### config.mk
export PLATFORM = sky130hd
export DESIGN_NAME = mfill_cell
export DESIGN_NICKNAME = d
export VERILOG_FILES = /design/src/rtl/mfill_pkg.sv /design/src/rtl/mfill_cell.sv
export SDC_FILE = /design/constraint.sdc
export NUM_CORES = 1
export LEC_CHECK = 0
export ABC_AREA = 0
export ABC_CLOCK_PERIOD_IN_PS = 2900
export BUFFER_PORTS_ARGS = -buffer_cell sky130_fd_sc_hd__buf_2
export CAP_MARGIN = 0
export CORE_MARGIN = 4
export CORE_UTILIZATION = 37
export DETAILED_ROUTE_END_ITERATION = 8
export PLACE_DENSITY_LB_ADDON = 0.1
export SLEW_MARGIN = 20
export SYNTH_ARGS = -nofsm -noshare
export SYNTH_HDL_FRONTEND = slang
export SYNTH_SLANG_ARGS = --single-unit
### constraint.sdc
create_clock -name clk -period 2.9 [get_ports clk]
set_clock_uncertainty 0.15 [all_clocks]
set_input_delay 0.29 -clock clk [delete_from_list [all_inputs] [get_ports clk]]
set_output_delay 0.29 -clock clk [all_outputs]
set_load 0.02 [all_outputs]
### src/rtl/mfill_pkg.sv
`timescale 1ns / 1ps
`default_nettype none
package mfill_pkg;

  localparam int GRID_SIDE = 16;

  localparam logic [1:0] DIR_N = 2'd0;
  localparam logic [1:0] DIR_S = 2'd1;
  localparam logic [1:0] DIR_E = 2'd2;
  localparam logic [1:0] DIR_W = 2'd3;

  localparam logic [2:0] REQ_FORWARD = 3'd0;
  localparam logic [2:0] REQ_LEFT    = 3'd1;
  localparam logic [2:0] REQ_RIGHT   = 3'd2;
  localparam logic [2:0] REQ_SENSE   = 3'd3;
  localparam logic [2:0] REQ_FRONT   = 3'd4;
  localparam logic [2:0] REQ_CLEAR   = 3'd5;
  localparam logic [2:0] REQ_PLAN    = 3'd6;
  localparam logic [2:0] REQ_STATUS  = 3'd7;

  localparam logic [1:0] CFG_LEFT_THR  = 2'd0;
  localparam logic [1:0] CFG_RIGHT_THR = 2'd1;
  localparam logic [1:0] CFG_GOAL_COL  = 2'd2;
  localparam logic [1:0] CFG_GOAL_ROW  = 2'd3;

  localparam int          PW             = 7;
  localparam logic [12:0] SIDE_TOLERANCE = 13'd25;

  typedef enum logic [2:0] {
    ST_IDLE,
    ST_EXEC,
    ST_FLOOD,
    ST_CHECK,
    ST_TRACK,
    ST_DONE
  } state_t;

  // Broadcast from the controller to every cell of the grid.
  typedef struct packed {
    logic          flood_init;
    logic          wave_en;
    logic          tok_start;
    logic          tok_en;
    logic          wall_we;
    logic          wall_clr;
    logic [3:0]    wall_set;
    logic [PW-1:0] sel_col;
    logic [PW-1:0] sel_row;
    logic [PW-1:0] goal_col;
    logic [PW-1:0] goal_row;
  } cmd_t;

  function automatic logic [1:0] left_of(input logic [1:0] d);
    case (d)
      DIR_N:   left_of = DIR_W;
      DIR_S:   left_of = DIR_E;
      DIR_E:   left_of = DIR_N;
      default: left_of = DIR_S;
    endcase
  endfunction

  function automatic logic [1:0] right_of(input logic [1:0] d);
    case (d)
      DIR_N:   right_of = DIR_E;
      DIR_S:   right_of = DIR_W;
      DIR_E:   right_of = DIR_S;
      default: right_of = DIR_N;
    endcase
  endfunction

  function automatic logic [1:0] back_of(input logic [1:0] d);
    back_of = d ^ 2'd1;
  endfunction

endpackage
`default_nettype wire

### src/rtl/mfill_cell.sv
`timescale 1ns / 1ps
`default_nettype none
module mfill_cell #(
  parameter int         COL       = 0,
  parameter int         ROW       = 0,
  parameter int         DW        = 8,
  parameter logic [3:0] HAS_NBR   = 4'b1111,
  parameter logic [3:0] RST_WALLS = 4'b0000
) (
  input  wire                   clk,
  input  wire                   rst,
  input  mfill_pkg::cmd_t       cmd,
  input  wire  [DW-1:0]         wave,
  input  wire  [3:0][3:0]       nbr_walls,
  input  wire  [3:0]            nbr_reached,
  input  wire  [3:0][DW-1:0]    nbr_dist,
  input  wire  [3:0]            nbr_token,
  input  wire  [3:0][3:0]       nbr_choice,
  output logic [3:0]            walls,
  output logic                  reached,
  output logic [DW-1:0]         dist_val,
  output logic                  token,
  output logic [3:0]            choice
);

  logic          sel_hit;
  logic          goal_hit;
  logic [3:0]    open;
  logic [3:0]    cand;
  logic [DW-1:0] dist_dec;
  logic          tok_in;

  assign sel_hit  = (cmd.sel_col == mfill_pkg::PW'(COL)) && (cmd.sel_row == mfill_pkg::PW'(ROW));
  assign goal_hit = (cmd.goal_col == mfill_pkg::PW'(COL)) &&
                    (cmd.goal_row == mfill_pkg::PW'(ROW));
  assign dist_dec = dist_val - DW'(1);

  always_comb begin
    for (int d = 0; d < 4; d++) begin
      open[d] = HAS_NBR[d] && !walls[d] && !nbr_walls[d][d ^ 1];
      cand[d] = open[d] && nbr_reached[d] && (nbr_dist[d] == dist_dec);
    end
    // Backtrack preference: west, east, north, south.
    choice = 4'b0000;
    if (cand[mfill_pkg::DIR_W]) begin
      choice[mfill_pkg::DIR_W] = 1'b1;
    end else if (cand[mfill_pkg::DIR_E]) begin
      choice[mfill_pkg::DIR_E] = 1'b1;
    end else if (cand[mfill_pkg::DIR_N]) begin
      choice[mfill_pkg::DIR_N] = 1'b1;
    end else if (cand[mfill_pkg::DIR_S]) begin
      choice[mfill_pkg::DIR_S] = 1'b1;
    end
    // The token enters when the neighbor holding it picks the step toward this cell.
    tok_in = 1'b0;
    for (int d = 0; d < 4; d++) begin
      tok_in = tok_in | (open[d] && nbr_token[d] && nbr_choice[d][d ^ 1]);
    end
  end

  always_ff @(posedge clk) begin
    if (rst) begin
      walls   <= RST_WALLS;
      reached <= 1'b0;
      token   <= 1'b0;
    end else begin
      if (cmd.wall_we && sel_hit) begin
        if (cmd.wall_clr) begin
          walls <= 4'b0000;
        end else begin
          walls <= walls | cmd.wall_set;
        end
      end
      if (cmd.flood_init) begin
        reached <= sel_hit;
      end else if (cmd.wave_en && !reached && |(open & nbr_reached)) begin
        reached <= 1'b1;
      end
      if (cmd.tok_start) begin
        token <= goal_hit;
      end else if (cmd.tok_en) begin
        token <= tok_in;
      end
    end
  end

  always_ff @(posedge clk) begin
    if (cmd.flood_init) begin
      dist_val <= '0;
    end else if (cmd.wave_en && !reached) begin
      dist_val <= wave;
    end
  end

endmodule
`default_nettype wire

==> metrics.md, run 1 <==
| Metric | Value |
|---|---|
| Unrepaired setup endpoints after global routing | yes |
| P&R area growth vs syn | 61.4% |
| Synth cell types | 44 |
| Num CTS Buffers | 3 |
| Fraction of final layout cells sized beyond drive strength 1 | between 50% and 60% |
| Sequential share of the synthesized area | 19.2% |
| Worst R2R Setup Slack | approximately 1.3 ns |
| Crit end category | output pin |
| Final number of setup-violating endpoints | 0 |
| Final hold vios | 0 |
| Wire per inst | about 13 microns |
| Post-Syn Nets | about 290 |
| Ant diodes | 0 |
| Syn Inst Count | 173 |
| Fin area | around 2400 sq um |
| Crit path launch | dist_val[1] |
| Ys Warns | 0 |
| CP Data Arrival Time | 2.37 ns |
| Power Dens Cells | between 300 and 400 nW/um^2 |
| Hold Startpoint | rst |
| Worst-case clock buffer depth | 2 |
| Reg2reg end | dist_val[6] |
| Met2 routed WL | 2280 microns |
| DR vias | about 1.7k |
| Leakage power | 1.13 nW |
| CP Max Fanout | 3 |
| Met1 Routed Length | 1940 microns |
| Synth area leaders | dfxtp_1, xor2_1, nor2_1, xnor2_1, a21oi_1 |
| Core ar. | around 3700 sq um |
| Remaining DRCs | 0 |
| Via density | between 4 and 5 |
| Fmax | between 0.3 and 0.4 GHz |
| Syn Area/Cell | ~8.4 sq um |
| Starting Density | 39.0% |
| Clk_lat worst skew | ~0.25 ns |
| First-pass GRT wire length | around 7400 microns |
| Critical Path RT | between 2 and 2.5 ns |
| Worst hold slack | 0.0850 ns |
| Die Wd | just over 70 microns |
| Iteration-0 DRC Markers | 70 |
| Final Core Density | between 60% and 70% |
| Fin. max-slew vios | 0 |
| I/O pin cnt | approximately 140 |
| Met3 wire length | between 400 and 500 microns |
| Status | completed |
| Clk root buf | clkbuf_8 |
| Dpl cell area | roughly 2100 sq um |
| Synthesis-stage register bit count | 14 |
| IO buf count | about 110 |
| Post-route ant nets | 0 |
| CTS hold repair buffers | 0 |
| Startpoint Class | register |
| FP Rows | 22 |
| FF-to-FF Start | reached |
| Pin count of the biggest net entering global routing | 12 |
| Die Y | between 70 and 80 microns |
| Most common cell after layout, fill and taps aside | buf_2 |
| CTS Sinks | 14 |
| Reg2reg path depth | 3 |
| Global route overflow | 0 |
| Critical Path Sink | choice[1] |
| Setup CP Type | register to output pin |
| H-tree Lvls | 1 |
| Max-cap check violation count | 0 |
| Synth top area share | ~19% |
| Peak VDD IR | around 0.00027 V |
| Fin crit share | roughly 97% |
| Final Critical Period | 2.81 ns |
| GRT Overall Usage | 18.0% |
| WL final | between 4000 and 5000 microns |
| # nets final | 424 |
| Mapped cell area | between 1000 and 1500 sq um |
| Vias in the first global route | ~1.7k |
| Initial antenna violation count | 0 |
| DRT Pass-1 Iters | 4 |
| Hpwl dp | 3870 microns |
| GPL Wtd Cong | 0.753 |
| Clk slew on worst S/H paths | ~0.060 ns |
| Max Used Layer | met4 |
| Post-synth top area cell | dfxtp_1 |
| Tightest Pin Transition | about 0.9 ns |
| Max_slew headroom | 40.1% |
| Die ar. | between 5000 and 6000 sq um |
| Most used cells in the layout excluding fill and tap cells | buf_2, nor2_1, buf_4 |
| HP Class | primary input to register |
| CTS tree | done |
## synth_stat cells (all sizes together)
library cell  count
nand2             7
xor2             19
a211oi            2
nor2             26
nor2b             1
mux2              1
o211ai            5
nor3b             5
dfxtp            14
xnor2            17
buf               6
nor3              6
mux2i             5
a31oi             3
a311o             1
and3b             1
nand2b            3
nor4b             2
nand3             2
ha                1
o311ai            1
a21oi            13
and3              1
clkbuf            1
nand4             7
nor4              7
a21o              1
o21ai             4
a311oi            1
o2111ai           2
a2111oi           2
inv               6
## where the power goes
group	internal, mW	switching (mW)	total (mW)	leakage [nW]
Clock	0.120	0.0725	0.193	0.0288
Combinational	0.218	0.198	0.416	0.989
Sequential	0.201	0.0140	0.215	0.116
## timing repair
action                                 in CTS  in global routing
setup buffers                               6                  7
endpoints found under the hold margin       0                  0
pin swaps                                   7                  9
gates resized for setup                     8                 17
setup endpoints to repair                   3                  3
## per-layer routing
layer  vias to the layer above  GRT usage (%)
li1                        879              -
met1                       764           22.6
met2                        67           30.7
met3                         9           5.11
met4                         0           3.76
met5                         -              0
## flip-flops by register name, indices dropped and copies added, names as in the netlist
register / count
dist_val: 8
walls: 4
reached: 1
token: 1
## critical path: stages, from the launching register on
cell	delay, ns
dfxtp_4	0.35
inv_4	0.04
ha_4	0.15
nor3b_4	0.15
buf_6	0.14
xnor2_4	0.20
xor2_2	0.23
o311ai_4	0.14
a2111oi_4	0.33
buf_4	0.18
nor4b_4	0.04
buf_4	0.15
## cell families after synthesis
logic type	count (synthesis)	share of synthesized area (%)
adder cells (fa/ha/maj)	1	0.857
AO/OA/AOI/OAI	35	16.8
multiplexers	6	4.20
XOR/XNOR	36	26.2
AND/OR/NAND/NOR	68	28.3
flip-flops	14	19.2
buffers and inverters	13	4.37
## metrics by stage
step	std cells	power, mW	worst slack, ns	TNS [ns]
final	350	0.824	0.0889	0
after global routing	350	0.880	-0.0367	-0.0618
after detailed placement	333	0.566	0.0896	0
after CTS	343	0.778	0.00367	0
after global placement	333	0.563	0.121	0
after floorplan	173	0.452	0.0248	0
## layout make-up
| class | instances | area (sq um) |
|---|---|---|
| Sequential cell | 14 | 285 |
| Fill cell | 355 | 1390 |
| Clock buffer | 4 | 55.1 |
| Timing Repair Buffer | 132 | 714 |
| Tap cell | 48 | 60.1 |
| Inverter | 6 | 25.0 |
| Multi-Input combinational cell | 146 | 1210 |
## how the worst min path moves through the flow
stage                          end  slack (ns)  cells past startpoint
after global routing         token        0.08                      2
after global placement    walls[1]        0.34                      2
after detailed placement  walls[1]        0.35                      2
final                        token        0.09                      2
after CTS                    token        0.08                      2
after floorplan              token        0.21                      1
Power figures use the tool's default switching activity.
==> run 2, diff against run 1 <==
--- a/config.mk
+++ b/config.mk
@@ -13,6 +13,7 @@
 export CORE_UTILIZATION = 37
 export DETAILED_ROUTE_END_ITERATION = 8
 export PLACE_DENSITY_LB_ADDON = 0.1
+export RECOVER_POWER = 100
 export SLEW_MARGIN = 20
 export SYNTH_ARGS = -nofsm -noshare
 export SYNTH_HDL_FRONTEND = slang
==> run 2 against run 1 <==
Against the previous run: register-to-register slack hardly changed; flip-flop and latch count stayed put; utilization is 0.43 points lower; worst hold slack better by 0.0034 ns; cell count stayed put; setup slack better by 0.0045 ns; maximum frequency is 0.16% higher; non-clock buffer count stayed put; first-iteration DRC count is 4.3% higher; combinational power hardly changed; die area stayed put; critical path type unchanged.
==> metrics.md, run 2 (same netlist as run 1, synthesis figures left out) <==
| Metric | Value |
|---|---|
| GPL Wtd Cong | around 0.75 |
| Unrepaired setup endpoints after global routing | yes |
| Core ar. | between 3000 and 4000 sq um |
| CP Data Arrival Time | 2.37 ns |
| Final cell count without fillers | 350 |
| Power Dens Cells | approximately 350 nW/um^2 |
| WL final | between 4000 and 5000 microns |
| Setup CP Type | register to output pin |
| Starting Density | between 30% and 40% |
| Vias in the first global route | about 1.7k |
| Global route overflow | 0 |
| Worst-case clock buffer depth | 2 |
| Wire per inst | 13.5 microns |
| Clk slew on worst S/H paths | approximately 0.06 ns |
| Most common cell after layout, fill and taps aside | buf_2 |
| IO buf count | roughly 110 |
| Placed Instances | about 330 |
| Overall Power | about 820 uW |
| Worst hold slack | between 0.08 and 0.09 ns |
| CP Max Fanout | 3 |
| # fillers | approximately 360 |
| Biggest register | dist_val |
| Fraction of final layout cells sized beyond drive strength 1 | between 50% and 60% |
| Status | completed |
| Iteration-0 DRC Markers | 73 |
| Initial antenna violation count | 0 |
| Biggest regs | dist_val: 8 flops, walls: 4 flops |
| Die Y | just over 70 microns |
| Remaining DRCs | 0 |
| Via density | ~4.9 |
| Max-cap check violation count | 0 |
| Max_slew headroom | about two fifths |
| DR vias | 1,719 |
| FP Rows | 22 |
| Post-route ant nets | 0 |
| Clk root buf | clkbuf_8 |
| DRT Pass-1 Iters | 4 |
| Die ar. | approximately 5000 sq um |
| CTS tree | done |
| Final number of setup-violating endpoints | 0 |
| Most used cells in the layout excluding fill and tap cells | buf_2, nor2_1, buf_4 |
| P&R area growth vs syn | 60.3% |
| # nets final | ~420 |
| Pin count of the biggest net entering global routing | 12 |
| I/O pin cnt | roughly 140 |
| CTS Sinks | 14 |
| Fmax | approximately 0.36 GHz |
| Fin. max-slew vios | 0 |
| Final hold vios | 0 |
| Startpoint Class | register |
| Peak VDD IR | roughly 0.00027 V |
| Clk_lat worst skew | 0.25 ns |
| Num CTS Buffers | 3 |
| H-tree Lvls | 1 |
| Crit end category | output pin |
| Critical Path RT | between 2 and 2.5 ns |
| Tightest Pin Transition | between 0.8 and 0.9 ns |
| HP Class | primary input to register |
| Fin crit share | about 97% |
| Final Critical Period | 2.81 ns |
| Hpwl dp | approximately 3900 microns |
| GRT Overall Usage | around 18% |
| CTS hold repair buffers | 0 |
| Leakage power | 1.08 nW |
| Die Wd | between 70 and 80 microns |
| First-pass GRT wire length | 7370 microns |
| Ant diodes | 0 |
| Largest register FFs | 8 |
==> run 2: changes by cell type in the layout (fill, tap and decap cells not counted) <==
cell	change
buf_2	-13
clkbuf_1	+13
==> run 2: power breakdown <==
part	total [mW]	internal (mW)	switching [mW]
clock network	0.193	0.120	0.0723
logic	0.414	0.216	0.198
registers	0.215	0.201	0.0141
==> run 2: metal layers <==
metal | vias up | track usage (%) | wire length (microns)
li1 | 879 | - | -
met1 | 758 | 22.6 | 1930
met2 | 73 | 30.7 | 2260
met3 | 9 | 5.11 | 442
met4 | 0 | 3.76 | 75
met5 | - | 0 | 0
==> run 2: final cells by class <==
cell class	instances	area [sq um]	area share, %
multi-input cells	146	1210	52.0
repair buffers	132	698	29.9
flip-flops and latches	14	285	12.2
well taps	48	60.1	2.57
clock buffers	4	55.1	2.35
inverters	6	25.0	1.07
==> run 2: worst paths after layout <==
check,startpoint,to,slack (ns),depth (start not counted)
worst min-delay path,rst,token,0.09,2
worst max register to register,reached,dist_val[6],1.31,3
worst max-delay path,dist_val[1],choice[1],0.09,11
worst min register to register,walls[1],walls[1],0.36,2
==> run 2: repair_timing <==
| item | in CTS | in global routing |
|---|---|---|
| setup buffers | 6 | 7 |
| pin swaps | 7 | 9 |
| resized for setup | 8 | 17 |
| setup endpoints to repair | 3 | 3 |
==> run 2: per-stage QoR <==
stage | TNS (ns) | utilization [%] | worst slack (ns) | area [sq um]
floorplan | 0 | - | 0.0248 | 1470
global placement | 0 | 55.9 | 0.121 | 2090
detailed placement | 0 | 55.9 | 0.0896 | 2090
CTS | 0 | 59.2 | 0.00367 | 2210
global route | -0.0618 | 62.5 | -0.0367 | 2340
finish | 0 | 62.5 | 0.0934 | 2340
==> run 2: critical path: stages, from the launching register on <==
cell       delay [ns]
dfxtp_4          0.35
inv_4            0.04
ha_4             0.15
nor3b_4          0.15
buf_6            0.14
xnor2_4          0.20
xor2_2           0.23
o311ai_4         0.14
a2111oi_4        0.33
buf_4            0.18
nor4b_4          0.04
buf_4            0.15
